**src/hw/rtl/lstd_pkg.sv**
```systemverilog
// Package for the laser scan obstacle turn decider.
// Holds register indexes, reset values, zone constants and the beam step test.
// No dependencies.
`default_nettype none

package lstd_pkg;

	// widths of the fixed fields
	localparam int RANGE_W = 16;
	localparam int CFG_W = 16;
	localparam int CFG_IDX_W = 2;

	// parameter defaults
	localparam int DEF_BEAM_INDEX_BITS = 10;
	localparam int DEF_CENTER_BEAM = 333;

	// zone geometry
	localparam int FLANK_GAP = 50;
	localparam int RIGHT_END = 566;
	localparam int LEFT_START = 100;
	localparam int BEAM_STEP = 5;

	// width of a zone offset, enough for every legal center beam
	localparam int OFS_W = 10;

	// register indexes
	typedef enum logic [CFG_IDX_W-1:0] {
		REG_RIGHT_BASE = 2'd0,
		REG_LEFT_BASE = 2'd1,
		REG_FRONT_LIMIT = 2'd2
	} cfg_reg_t;

	// register reset values
	localparam logic [CFG_W-1:0] RST_RIGHT_BASE = 16'd850;
	localparam logic [CFG_W-1:0] RST_LEFT_BASE = 16'd250;
	localparam logic [CFG_W-1:0] RST_FRONT_LIMIT = 16'd300;

	// true when the offset is a multiple of the beam step
	// quotient by reciprocal multiply (205/1024), exact for offsets below 1024
	function automatic logic on_step(input logic [OFS_W-1:0] ofs);
		logic [OFS_W+8-1:0] prod;
		logic [OFS_W-1:0] quot;
		logic [OFS_W-1:0] back;
		prod = {8'd0, ofs} * (OFS_W+8)'(205);
		quot = OFS_W'(prod[OFS_W+8-1:OFS_W]);
		back = quot * OFS_W'(BEAM_STEP);
		return (ofs == back);
	endfunction

endpackage

`default_nettype wire

```
**src/hw/rtl/laser_scan_obstacle_turn_decider_unit.sv**
```systemverilog
// Laser scan obstacle turn decider, top level.
// Depends on lstd_pkg for constants, register indexes and the beam step test.
//
//  channel  | dir | payload
//  ---------+-----+---------------------------------------------------
//  s_axis   | in  | tdata: beam_index, range_mm; tlast: scan_end
//  m_axis   | out | tdata: blocked, turn_left (one per scan)
//  cfg      | in  | cfg_wen, cfg_addr, cfg_wdata (write only)
//
// one sample per cycle, except while a scan end stalls: input register, then
// zone compare and decision into the result register, so a scan end accepted
// into the input register is shown on m_axis once it reaches the result register.
// throughput is set by the single result register: a scan end stalls only
// while the previous result has not been taken.
// reset clears hit marks, decision, valid bits and loads register defaults.
`default_nettype none

module laser_scan_obstacle_turn_decider_unit #(
	parameter int BEAM_INDEX_BITS = lstd_pkg::DEF_BEAM_INDEX_BITS,
	parameter int CENTER_BEAM = lstd_pkg::DEF_CENTER_BEAM,
	localparam int S_TDATA_W = ((BEAM_INDEX_BITS + lstd_pkg::RANGE_W + 7) / 8) * 8
) (
	input wire logic clk,
	input wire logic arst_n,
	// input samples
	input wire logic s_tvalid,
	output logic s_tready,
	input wire logic [S_TDATA_W-1:0] s_tdata, // beam_index, range_mm, zero fill
	input wire logic s_tlast, // scan_end
	// scan results
	output logic m_tvalid,
	input wire logic m_tready,
	output logic [7:0] m_tdata, // blocked, turn_left, zero fill
	// configuration writes
	input wire logic cfg_wen,
	input wire logic [lstd_pkg::CFG_IDX_W-1:0] cfg_addr,
	input wire logic [lstd_pkg::CFG_W-1:0] cfg_wdata
);
	import lstd_pkg::*;

	localparam int IW = BEAM_INDEX_BITS;
	localparam int CW = 13;
	localparam logic [CW-1:0] R_START = CW'(CENTER_BEAM + FLANK_GAP);
	localparam logic [CW-1:0] R_END = CW'(RIGHT_END);
	localparam logic [CW-1:0] L_START = CW'(LEFT_START);
	localparam logic [CW-1:0] L_END = CW'(CENTER_BEAM - FLANK_GAP);
	localparam logic [CW-1:0] C_BEAM = CW'(CENTER_BEAM);

	// configuration registers
	logic [CFG_W-1:0] right_base_q, left_base_q, front_limit_q;

	always_ff @(posedge clk or negedge arst_n) begin
		if (!arst_n) begin
			right_base_q <= RST_RIGHT_BASE;
			left_base_q <= RST_LEFT_BASE;
			front_limit_q <= RST_FRONT_LIMIT;
		end else if (cfg_wen) begin
			case (cfg_reg_t'(cfg_addr))
				REG_RIGHT_BASE: right_base_q <= cfg_wdata;
				REG_LEFT_BASE: left_base_q <= cfg_wdata;
				REG_FRONT_LIMIT: front_limit_q <= cfg_wdata;
				default: ;
			endcase
		end
	end

	// input register
	logic valid_s1;
	logic [IW-1:0] idx_s1;
	logic [RANGE_W-1:0] range_s1;
	logic last_s1;
	logic out_free, adv_s1;

	assign out_free = !m_tvalid || m_tready;
	assign adv_s1 = valid_s1 && (!last_s1 || out_free);
	assign s_tready = !valid_s1 || adv_s1;

	always_ff @(posedge clk or negedge arst_n) begin
		if (!arst_n) begin
			valid_s1 <= 1'b0;
		end else if (s_tready) begin
			valid_s1 <= s_tvalid;
		end
	end

	always_ff @(posedge clk) begin
		if (s_tvalid && s_tready) begin
			idx_s1 <= s_tdata[IW-1:0];
			range_s1 <= s_tdata[IW+RANGE_W-1:IW];
			last_s1 <= s_tlast;
		end
	end

	// zone membership and range compare
	logic [CW-1:0] idx_w;
	logic [OFS_W-1:0] r_ofs, l_ofs;
	logic in_right, in_left, in_front;
	logic [RANGE_W+1:0] r_sum;
	logic [RANGE_W:0] l_thr;
	logic right_now, left_now, front_now;

	always_comb begin
		idx_w = CW'(idx_s1);
		r_ofs = OFS_W'(idx_w - R_START);
		l_ofs = OFS_W'(idx_w - L_START);
		in_right = (idx_w >= R_START) && (idx_w < R_END) && on_step(r_ofs);
		in_left = (idx_w >= L_START) && (idx_w < L_END) && on_step(l_ofs);
		in_front = (idx_w == C_BEAM);
		// range < base - idx, done as range + idx < base to avoid wrap
		r_sum = (RANGE_W+2)'(range_s1) + (RANGE_W+2)'(idx_s1);
		l_thr = (RANGE_W+1)'(left_base_q) + (RANGE_W+1)'(idx_s1);
		right_now = in_right && (r_sum < (RANGE_W+2)'(right_base_q));
		left_now = in_left && ((RANGE_W+1)'(range_s1) < l_thr);
		front_now = in_front && (range_s1 < front_limit_q);
	end

	// hit marks and latched decision
	logic right_hit_q, left_hit_q, front_hit_q;
	logic decision_q, direction_q;
	logic rh, lh, fh;
	logic decision_d, direction_d;

	always_comb begin
		rh = right_hit_q || right_now;
		lh = left_hit_q || left_now;
		fh = front_hit_q || front_now;
		decision_d = decision_q;
		direction_d = direction_q;
		if (rh) begin
			if (!decision_q) begin
				decision_d = 1'b1;
				direction_d = 1'b1;
			end
		end else if (lh || fh) begin
			if (!decision_q) begin
				decision_d = 1'b1;
				direction_d = 1'b0;
			end
		end else begin
			decision_d = 1'b0;
		end
	end

	always_ff @(posedge clk or negedge arst_n) begin
		if (!arst_n) begin
			right_hit_q <= 1'b0;
			left_hit_q <= 1'b0;
			front_hit_q <= 1'b0;
			decision_q <= 1'b0;
			direction_q <= 1'b0;
		end else if (adv_s1) begin
			if (last_s1) begin
				right_hit_q <= 1'b0;
				left_hit_q <= 1'b0;
				front_hit_q <= 1'b0;
				decision_q <= decision_d;
				direction_q <= direction_d;
			end else begin
				right_hit_q <= rh;
				left_hit_q <= lh;
				front_hit_q <= fh;
			end
		end
	end

	// result register
	logic out_valid_q;

	always_ff @(posedge clk or negedge arst_n) begin
		if (!arst_n) begin
			out_valid_q <= 1'b0;
		end else if (out_free) begin
			out_valid_q <= adv_s1 && last_s1;
		end
	end

	assign m_tvalid = out_valid_q;
	assign m_tdata = {6'd0, direction_q, decision_q};

`ifndef SYNTH
	// scan end clears all hit marks
	a_marks_clear: assert property (@(posedge clk) disable iff (!arst_n)
		adv_s1 && last_s1 |=> !right_hit_q && !left_hit_q && !front_hit_q)
		else $error("hit marks not cleared after scan end");

	// a new result appears only after a scan end transaction left the input register
	a_result_source: assert property (@(posedge clk) disable iff (!arst_n)
		$rose(out_valid_q) |-> $past(adv_s1 && last_s1))
		else $error("result without scan end");

	// direction stays latched while the decision stays active
	a_dir_latched: assert property (@(posedge clk) disable iff (!arst_n)
		decision_q && $past(decision_q) |-> $stable(direction_q))
		else $error("direction changed while blocked");

	// decision changes only with a scan end transaction
	a_decision_only_at_end: assert property (@(posedge clk) disable iff (!arst_n)
		!(adv_s1 && last_s1) |=> $stable(decision_q) && $stable(direction_q))
		else $error("decision changed without scan end");
`endif

endmodule

`default_nettype wire

```
**config.mk**
```make
export PLATFORM = sky130hd
export DESIGN_NAME = laser_scan_obstacle_turn_decider_unit
export DESIGN_NICKNAME = d
export VERILOG_FILES = /design/src/hw/rtl/lstd_pkg.sv /design/src/hw/rtl/laser_scan_obstacle_turn_decider_unit.sv
export SDC_FILE = /design/constraint.sdc
export NUM_CORES = 1
export LEC_CHECK = 0
export BUFFER_PORTS_ARGS = -buffer_cell sky130_fd_sc_hd__buf_2
export CORE_ASPECT_RATIO = 0.5
export CORE_UTILIZATION = 35
export CTS_BUF_LIST = sky130_fd_sc_hd__clkbuf_8
export CTS_CLUSTER_SIZE = 25
export DETAILED_ROUTE_END_ITERATION = 8
export PLACE_DENSITY = 0.52
export SLEW_MARGIN = 20
export SYNTH_ARGS = -nofsm -noshare
export SYNTH_HDL_FRONTEND = slang
export SYNTH_SLANG_ARGS = --single-unit
```
**constraint.sdc**
```tcl
create_clock -name clk -period 9.3 [get_ports clk]
set_input_delay 1.86 -clock clk [delete_from_list [all_inputs] [get_ports clk]]
set_output_delay 1.86 -clock clk [all_outputs]
set_load 0.01 [all_outputs]
```
==> out/metrics.yaml, run 1 <==
status:
  run_status: "finished, final reports clean"
timing:
  tightest_slew_ns: 1.13
  whs_ns: 0.488
  fin_tns_setup_ns: 0
  grt_setup_unrepaired: "no"
  maxSlewViolCount: 0
  timing.final.ws_setup_ns: 1.07
  slew_headroom_pct: 24.7
  min_period_over_period_pct: 88.5
  fin_crit_ns: 8.23
  fin_skew_ns: 0.00845
  setup_viol: 0
  max_freq_mhz: 122
  finalHoldViolations: 0
pwr:
  power.leakage_nw: 4.86
  p_comb_share_pct: 82.4
  pwr-share-clk_pct: 5.7
  swShare_pct: 47.7
  p_switching_w: 0.00191
  p_int_w: 0.00209
  power-per-cell-area_mw_per_mm2: 400
  seq_power_share_pct: 11.8
  ir_worst_vdd_mv: 0.332
yosys:
  synth-seq-cells: 82
  synthDominantCellAreaShare_pct: 27.0
  syn_area_per_cell_sq_um: 9.98
  ys_types: 68
  syn_area_sq_mm: 0.00918
  syn_inst: 920
  yosysWarningCount: 0
  synth_edf_count: 27
  yosysTopAreaCell: "ha_1"
  async_flop_share_pct: 67.1
  synthFlopType: "dfrtp_1"
  yosys-top-cells-area: "ha_1 27%, dfrtp_1 11%, edfxtp_1 8.8%, fa_1 7.6%, xnor2_1 5.8%"
  synth_seq_area_share_pct: 24.0
floorplan:
  io_pins: 66
  num_rows: 41
  dieHeight_microns: 117
  die-area_sq_mm: 0.0269
  core_area_sq_mm: 0.0255
  initial_core_util_pct: 36.0
  die_w_microns: 231
global_route:
  first_global_vias: 6672
  use_met3_pct: 1.32
  antenna_found_initial: 0
  grt_pass1_wl_mm: 34.6
  grt_use_total_pct: 16.5
  overflow: 0
  busiest_layer: "met2"
  grt_max_degree: 56
  met2_usage_pct: 28.0
  grt_util_met1_pct: 22.6
min_path:
  holdPathEnd: "left_hit_q"
  hold_start: "left_hit_q"
  holdPathStages: 1
  hp-class: "register to register"
critical_path:
  crit_top_cell: "ha_1"
  critical-path-max-stage-delay_ns: 0.70
  crit_required_ns: 9.57
  critical_path_class: "register to register"
  cp_data_arrival_time_ns: 8.49
  worst_setup_path_start_kind: "register"
  cp_slowest_cell: "edfxtp_1"
  r2r_end: "direction_q"
  r2r-start: "idx_s1[3]"
  critical_path.endpoint_type: "register"
  r2r_setup_slack_ns: 1.07
  crit_fanout: 12
  r2r_cells: 31
cts:
  cts_resized: 0
  hold_buffers: 0
  cts_setup_buffers: 0
  clock_latency_ns: 0.38
  cts_root_buf: "clkbuf_8"
  clockBufferDepth: 2
  cts_buffers: 9
  clk_pin_slew_worst_paths_ns: 0.08
  cts.sinks: 82
  cts_tree: "done"
  h-tree-depth: 3
drt:
  vias: 6506
  antenna_left: 0
  totalWireLength_mm: 20.7
  drtIter0Drc: 348
  firstDrtPassIters: 4
  drc: 0
  viasPerCell: 4.92
  wl_per_cell_microns: 15.7
placed_design:
  post-place-ws_ns: 1.04
  placed_cell_area_sq_mm: 0.00981
  dp_hpwl_mm: 16.7
  port_buffers: 53
  place.gp.congestion: 0.804
final_layout:
  antenna_cells: 0
  syn_to_final_growth_pct: 8.81
  drive_gt1_share_pct: 13.9
  nets: 1262
  fin_area_sq_mm: 0.00999
flow_run:
  max_cap_violations: 0
state kept, by name, indices dropped and copies added, names as in the netlist:
signal         count
front_limit_q     16
left_base_q       16
range_s1          16
right_base_q      16
idx_s1            10
decision_q         1
direction_q        1
front_hit_q        1
last_s1            1
left_hit_q         1
m_tvalid           1
right_hit_q        1
valid_s1           1
final cells by class:
class | instances | area [sq um]
Fill cell | 2524 | 15500
Inverter | 121 | 454
Clock buffer | 9 | 124
Clock inverter | 7 | 37.5
Sequential cell | 82 | 2210
Timing Repair Buffer | 61 | 329
Tap cell | 344 | 430
Multi-Input combinational cell | 698 | 6410
synth_stat cells, drive strengths merged (11+ instances only):
| cell | instances |
|---|---|
| a21o | 15 |
| a21oi | 51 |
| buf | 13 |
| clkbuf | 11 |
| dfrtp | 40 |
| dfstp | 15 |
| edfxtp | 27 |
| fa | 35 |
| ha | 198 |
| inv | 121 |
| mux2 | 33 |
| nand2 | 47 |
| nand2b | 12 |
| nand3 | 25 |
| nor2 | 32 |
| o21ai | 34 |
| xnor2 | 61 |
| xor2 | 35 |
critical path: cells and delay by family, from the launching register on:
kind	cells	cell delay [ns]
fa+ha+maj	9	3.22
compound gates	7	1.69
simple gates	8	1.43
flops	1	0.70
xor+xnor	4	0.70
buf+inv	3	0.38
worst max path at each step:
stage                   start          end
CTS                 idx_s1[3]  direction_q
global route        idx_s1[3]  direction_q
global placement    idx_s1[3]  direction_q
detailed placement  idx_s1[3]  direction_q
finish              idx_s1[3]  direction_q
floorplan           idx_s1[2]  direction_q
cells by family after synthesis:
logic type | synth area share, %
flops | 24.0
buf+inv | 6.43
other cells | 0.0409
fa+ha+maj | 34.6
xor+xnor | 10.0
mux | 4.16
compound gates | 11.5
simple gates | 9.21
stage by stage:
stage,power (W),util [%],instances
final,0.00400,39.2,1322
after global routing,0.00449,39.2,1322
after CTS,0.00404,39.1,1321
after detailed placement,0.00376,38.5,1305
after global placement,0.00370,38.5,1305
after floorplan,0.00315,-,925
cell usage in the layout (no fill, tap or decap), types with 4 or more instances in the layout:
master     count
nor2b_1        5
inv_1        122
mux2_2        33
and3_1         8
nand2b_1      11
o21a_1         7
or3_1          4
dfstp_2       15
buf_4          7
edfxtp_1      27
nand2_1       47
conb_1         6
nor2_1        32
o2111ai_1      6
buf_2         53
nor4_1         4
clkbuf_8       9
and2_1         4
ha_1         198
nor3_1         8
a21oi_1       50
a21o_1        15
nand3_1       25
o21bai_1       7
xor2_1        32
o21ai_0       32
xnor2_1       61
fa_1          35
nand4_1        9
dfrtp_1       40
power by group through the flow:
stage	Sequential (W)	Combinational (W)	Clock [W]
global placement	0.000479	0.00322	0
floorplan	0.000461	0.00268	0
global route	0.000481	0.00376	0.000249
finish	0.000473	0.00329	0.000228
detailed placement	0.000481	0.00328	0
CTS	0.000474	0.00333	0.000237
per-layer routing:
metal / up-vias / share of wire (%)
met5: - / 0
met2: 52 / 46
met1: 3133 / 51
met3: 17 / 1.5
met4: 0 / 1.3
li1: 3304 / -
Note: power is estimated with default switching activity, not from simulation.
==> run 2, diff against run 1 <==
--- a/config.mk
+++ b/config.mk
@@ -12,6 +12,7 @@
 export CTS_CLUSTER_SIZE = 25
 export DETAILED_ROUTE_END_ITERATION = 8
 export PLACE_DENSITY = 0.52
+export REMOVE_ABC_BUFFERS = 1
 export SLEW_MARGIN = 20
 export SYNTH_ARGS = -nofsm -noshare
 export SYNTH_HDL_FRONTEND = slang
==> run 2 against run 1 <==
Against the previous run: utilization rose by 0.059 points; first-iteration DRC count fell by 33%; power up 0.43%; critical path depth unchanged; sequential power about the same; sequential share of layout area barely moved; hold slack worse by 0.0016 ns; global-route usage is 0.44 points lower; clock skew rose by 0.0018 ns; non-clock buffer count fell by 2; clock power grew 14%.
==> out/metrics.yaml, run 2 (synthesis results as in run 1) <==
status:
  run_status: "finished, final reports clean"  # unchanged
drt:
  totalWireLength_mm: 20.0  # was 20.7 mm
  firstDrtPassIters: 5  # was 4
  viasPerCell: 4.91  # was 4.92
  drc: 0  # unchanged
  antenna_left: 0  # unchanged
  drtIter0Drc: 234  # was 348
  wl_per_cell_microns: 15.1  # was 15.7 microns
  vias: 6477  # was 6506
floorplan:
  initial_core_util_pct: 36.0  # unchanged
  core_area_sq_mm: 0.0255  # unchanged
  num_rows: 41  # unchanged
  io_pins: 66  # unchanged
  die-area_sq_mm: 0.0269  # unchanged
  dieHeight_microns: 117  # unchanged
  die_w_microns: 231  # unchanged
timing:
  slew_headroom_pct: 29.4  # was 24.7%
  maxSlewViolCount: 0  # unchanged
  setup_viol: 0  # unchanged
  fin_skew_ns: 0.0103  # was 0.00845 ns
  whs_ns: 0.486  # was 0.488 ns
  max_freq_mhz: 121  # was 122 MHz
  min_period_over_period_pct: 88.7  # was 88.5%
  finalHoldViolations: 0  # unchanged
  timing.final.ws_setup_ns: 1.05  # was 1.07 ns
  fin_tns_setup_ns: 0  # unchanged
  tightest_slew_ns: 1.06  # was 1.13 ns
  grt_setup_unrepaired: "no"  # unchanged
  fin_crit_ns: 8.25  # was 8.23 ns
final_layout:
  mostFrequentLayoutCells: "198 x ha_1, 121 x inv_1, 61 x xnor2_1, 53 x buf_2, 50 x a21oi_1"  # was 198 x ha_1, 122 x inv_1, 61 x xnor2_1, 53 x buf_2, 50 x a21oi_1
  syn_to_final_growth_pct: 8.97  # was 8.81%
  layout_commonest_cell: "ha_1"  # unchanged
  fin_util_pct: 39.2  # about the same
  antenna_cells: 0  # unchanged
  drive_gt1_share_pct: 13.8  # was 13.9%
  nets: 1260  # was 1262
critical_path:
  crit_top_cell: "ha_1"  # unchanged
  r2r_end: "direction_q"  # unchanged
  worst_setup_path_start_kind: "register"  # unchanged
  worstSetupStartpoint: "idx_s1[3]"  # unchanged
  cp_data_arrival_time_ns: 8.51  # was 8.49 ns
  crit_required_ns: 9.57  # about the same
  r2r_cells: 31  # unchanged
  r2r-start: "idx_s1[3]"  # unchanged
  cp_slowest_cell: "edfxtp_1"  # unchanged
  critical_path_class: "register to register"  # unchanged
  critical_path.endpoint_type: "register"  # unchanged
  r2r_setup_slack_ns: 1.05  # was 1.07 ns
  crit_fanout: 12  # unchanged
  critical-path-max-stage-delay_ns: 0.72  # was 0.70 ns
  worstSetupEndpoint: "direction_q"  # unchanged
placed_design:
  port_buffers: 53  # unchanged
  place.gp.congestion: 0.823  # was 0.804
  dp_hpwl_mm: 16.4  # was 16.7 mm
  post-place-ws_ns: 1.05  # was 1.04 ns
cts:
  hold_buffers: 0  # unchanged
  h-tree-depth: 3  # unchanged
  cts_root_buf: "clkbuf_8"  # unchanged
  clk_pin_slew_worst_paths_ns: 0.08  # about the same
  clockBufferDepth: 2  # unchanged
  cts_resized: 0  # unchanged
  cts.sinks: 82  # unchanged
  cts_tree: "done"  # unchanged
  cts_setup_buffers: 0  # unchanged
  cts_buffers: 9  # unchanged
  clock_latency_ns: 0.37  # was 0.38 ns
global_route:
  antenna_found_initial: 0  # unchanged
  grt_max_degree: 56  # unchanged
  grt_util_met1_pct: 22.1  # was 22.6%
  grt_pass1_wl_mm: 34.0  # was 34.6 mm
  use_met3_pct: 1.15  # was 1.32%
  overflow: 0  # unchanged
  first_global_vias: 6715  # was 6672
  busiest_layer: "met2"  # unchanged
  met2_usage_pct: 27.4  # was 28.0%
  grt_use_total_pct: 16.0  # was 16.5%
flow_run:
  max_cap_violations: 0  # unchanged
min_path:
  hp-class: "register to register"  # unchanged
pwr:
  p_switching_w: 0.00189  # was 0.00191 W
  p_int_w: 0.00212  # was 0.00209 W
  p_comb_share_pct: 81.7  # was 82.4%
  power_w: 0.00401  # was 0.00400 W
  swShare_pct: 47.1  # was 47.7%
  ir_worst_vdd_mv: 0.347  # was 0.332 mV
  pwr-share-clk_pct: 6.5  # was 5.7%
  power.leakage_nw: 4.86  # about the same
  seq_power_share_pct: 11.8  # about the same
  power-per-cell-area_mw_per_mm2: 401  # was 400 mW/mm^2
## run 2: cell count changes in the layout (fill, tap and decap cells not counted), sizes merged
cell,change
clkbuf,+1
bufinv,+1
clkinvlp,+1
buf,-2
clkinv,-1
inv,-2
## run 2: final cells by class
| type | instances | area (sq um) |
|---|---|---|
| fill | 2532 | 15500 |
| sequential | 82 | 2210 |
| tap | 344 | 430 |
| timing repair buffer | 59 | 310 |
| multi-input combinational | 698 | 6410 |
| inverter | 121 | 454 |
| clock buffer | 10 | 138 |
| clock inverter | 6 | 57.6 |
## run 2: critical path, delay by kind of cell (launching register included)
family	cells	cell delay, ns
and+or+nand+nor	8	1.43
xor gates and xnor gates	4	0.71
buffers and inverters	3	0.40
DFF	1	0.72
AOI/OAI and AO/OA	7	1.65
adders and majority gates	9	3.25
## run 2: power by group through the flow
stage | registers, W | logic (W) | clock network [W]
6_report | 0.000474 | 0.00328 | 0.000261
5_1_grt | 0.000481 | 0.00377 | 0.000285
4_1_cts | 0.000474 | 0.00331 | 0.000272
3_5_place_dp | 0.000481 | 0.00326 | 0
3_3_place_gp | 0.000480 | 0.00323 | 0
2_1_floorplan | 0.000467 | 0.00267 | 0
## run 2: how the worst min path moves through the flow
stage	from	end	slack (ns)	cells past startpoint
after floorplan	left_hit_q	left_hit_q	0.45	1
after global placement	left_hit_q	left_hit_q	0.46	1
after detailed placement	left_hit_q	left_hit_q	0.47	1
after CTS	left_hit_q	left_hit_q	0.49	1
after global routing	front_limit_q[13]	front_limit_q[13]	0.52	1
final	left_hit_q	left_hit_q	0.49	1
## run 2: routing by layer
layer  wire [microns]  share of wire [%]
met3              327                1.6
met2             9100                 46
met1            10300                 52
met5                0                  0
met4              223                1.1
## run 2: through the flow
step	instances	area, sq um
final	1320	10000
after global routing	1320	10000
after CTS	1320	10000
after detailed placement	1304	9810
after global placement	1304	9810
after floorplan	901	9060
==> run 3, diff against run 2 <==
--- a/config.mk
+++ b/config.mk
@@ -6,12 +6,15 @@
 export NUM_CORES = 1
 export LEC_CHECK = 0
 export BUFFER_PORTS_ARGS = -buffer_cell sky130_fd_sc_hd__buf_2
+export CELL_PAD_IN_SITES_DETAIL_PLACEMENT = 0
+export CELL_PAD_IN_SITES_GLOBAL_PLACEMENT = 1
 export CORE_ASPECT_RATIO = 0.5
 export CORE_UTILIZATION = 35
 export CTS_BUF_LIST = sky130_fd_sc_hd__clkbuf_8
+export CTS_CLUSTER_DIAMETER = 60
 export CTS_CLUSTER_SIZE = 25
 export DETAILED_ROUTE_END_ITERATION = 8
-export PLACE_DENSITY = 0.52
+export PLACE_DENSITY = 0.63
 export REMOVE_ABC_BUFFERS = 1
 export SLEW_MARGIN = 20
 export SYNTH_ARGS = -nofsm -noshare
==> run 3 against run 2 <==
Against the previous run: register-to-register slack worse by 0.07 ns; clock skew grew 0.0047 ns; utilization unchanged; clock-buffer cell count is 1 lower; global-route usage rose by 0.53 points; hold slack gained 0.0079 ns; worst setup slack got worse by 0.072 ns; non-clock buffer count unchanged.
==> out/metrics.yaml, run 3 (synthesis results as in run 1) <==
cts:
  cts_buffers: 9  # unchanged
  clk_pin_slew_worst_paths_ns: 0.09  # was 0.08 ns
  h-tree-depth: 3  # unchanged
  cts_tree: "done"  # unchanged
  clock_latency_ns: 0.39  # was 0.37 ns
  cts_setup_buffers: 0  # unchanged
  cts_resized: 0  # unchanged
  clockBufferDepth: 2  # unchanged
  cts.sinks: 82  # unchanged
  hold_buffers: 0  # unchanged
  cts_root_buf: "clkbuf_8"  # unchanged
timing:
  tightest_slew_ns: 1.10  # was 1.06 ns
  finalHoldViolations: 0  # unchanged
  grt_setup_unrepaired: "no"  # unchanged
  fin_tns_setup_ns: 0  # unchanged
  fin_skew_ns: 0.0150  # was 0.0103 ns
  setup_viol: 0  # unchanged
  whs_ns: 0.494  # was 0.486 ns
  fin_crit_ns: 8.32  # was 8.25 ns
  max_freq_mhz: 120  # was 121 MHz
  slew_headroom_pct: 26.7  # was 29.4%
  maxSlewViolCount: 0  # unchanged
  timing.final.ws_setup_ns: 0.982  # was 1.05 ns
  min_period_over_period_pct: 89.4  # was 88.7%
placed_design:
  post-place-ws_ns: 0.987  # was 1.05 ns
  port_buffers: 53  # unchanged
  dp_hpwl_mm: 16.9  # was 16.4 mm
  place.gp.congestion: 0.821  # was 0.823
final_layout:
  syn_to_final_growth_pct: 8.97  # unchanged
  fill_cells: 2508  # was 2532
  antenna_cells: 0  # unchanged
  nets: 1260  # unchanged
  drive_gt1_share_pct: 13.8  # unchanged
  mostFrequentLayoutCells: "198 x ha_1, 121 x inv_1, 61 x xnor2_1, 53 x buf_2, 50 x a21oi_1"  # unchanged
  layout_commonest_cell: "ha_1"  # unchanged
drt:
  drc: 0  # unchanged
  totalWireLength_mm: 20.8  # was 20.0 mm
  firstDrtPassIters: 4  # was 5
  drtIter0Drc: 230  # was 234
  wl_per_cell_microns: 15.7  # was 15.1 microns
  viasPerCell: 4.86  # was 4.91
  vias: 6412  # was 6477
  antenna_left: 0  # unchanged
critical_path:
  r2r_setup_slack_ns: 0.98  # was 1.05 ns
  cp_data_arrival_time_ns: 8.60  # was 8.51 ns
  crit_buf_inv: 3  # unchanged
  crit_required_ns: 9.59  # was 9.57 ns
  crit_top_cell: "ha_1"  # unchanged
  critical-path-max-stage-delay_ns: 0.73  # was 0.72 ns
  worst_setup_path_start_kind: "register"  # unchanged
  critical_path.endpoint_type: "register"  # unchanged
  r2r_end: "direction_q"  # unchanged
  r2r-start: "idx_s1[3]"  # unchanged
  r2r_cells: 31  # unchanged
  crit_fanout: 12  # unchanged
  worstSetupStartpoint: "idx_s1[3]"  # unchanged
  critical_path_class: "register to register"  # unchanged
  path_delay_family: "adder cells"  # unchanged
  cp_slowest_cell: "edfxtp_1"  # unchanged
floorplan:
  initial_core_util_pct: 36.0  # unchanged
  die_w_microns: 231  # unchanged
  dieHeight_microns: 117  # unchanged
  io_pins: 66  # unchanged
  core_area_sq_mm: 0.0255  # unchanged
  num_rows: 41  # unchanged
  die-area_sq_mm: 0.0269  # unchanged
global_route:
  antenna_found_initial: 0  # unchanged
  grt_use_total_pct: 16.5  # was 16.0%
  grt_max_degree: 56  # unchanged
  overflow: 0  # unchanged
  grt_pass1_wl_mm: 34.5  # was 34.0 mm
  first_global_vias: 6640  # was 6715
min_path:
  holdPathStages: 1  # unchanged
  holdPathEnd: "left_hit_q"  # unchanged
  hp-class: "register to register"  # unchanged
  hold_start: "left_hit_q"  # unchanged
flow_run:
  max_cap_violations: 0  # unchanged
status:
  run_status: "finished, final reports clean"  # unchanged
==> run 3: changes by cell type in the layout (fill, tap and decap cells not counted), sizes merged <==
cell,before,now
clkinvlp,2,1
clkbuf,10,9
clkinv,2,4
==> run 3: area by class of cell <==
cell class / count / area (sq um) / area share, %
clock buffer: 9 / 124 / 1.24
sequential: 82 / 2210 / 22.1
inverter: 121 / 454 / 4.54
tap: 344 / 430 / 4.30
multi-input combinational: 698 / 6410 / 64.0
timing repair buffer: 59 / 310 / 3.10
clock inverter: 7 / 71.3 / 0.713
==> run 3: how the worst max path moves through the flow <==
stage,end,cells after the start
global placement,direction_q,31
detailed placement,direction_q,31
floorplan,direction_q,31
global route,direction_q,31
finish,direction_q,31
CTS,direction_q,31
==> run 3: metal layers <==
metal / vias to the layer above / routed length (microns) / global-route usage [%]
li1: 3295 / - / -
met1: 3064 / 10800 / 22.8
met2: 41 / 9380 / 27.9
met3: 12 / 435 / 2.39
met4: 0 / 161 / 2.96
met5: - / 0 / 0
==> run 3: metrics by stage <==
step / instances / util (%) / area [sq um]
floorplan: 901 / - / 9060
global placement: 1304 / 38.5 / 9810
detailed placement: 1304 / 38.5 / 9810
CTS: 1320 / 39.2 / 10000
global route: 1320 / 39.2 / 10000
finish: 1320 / 39.2 / 10000
Power of run 3 is not shown: default switching activity piles up to over one toggle a cycle in this logic, so the estimate is an artifact.
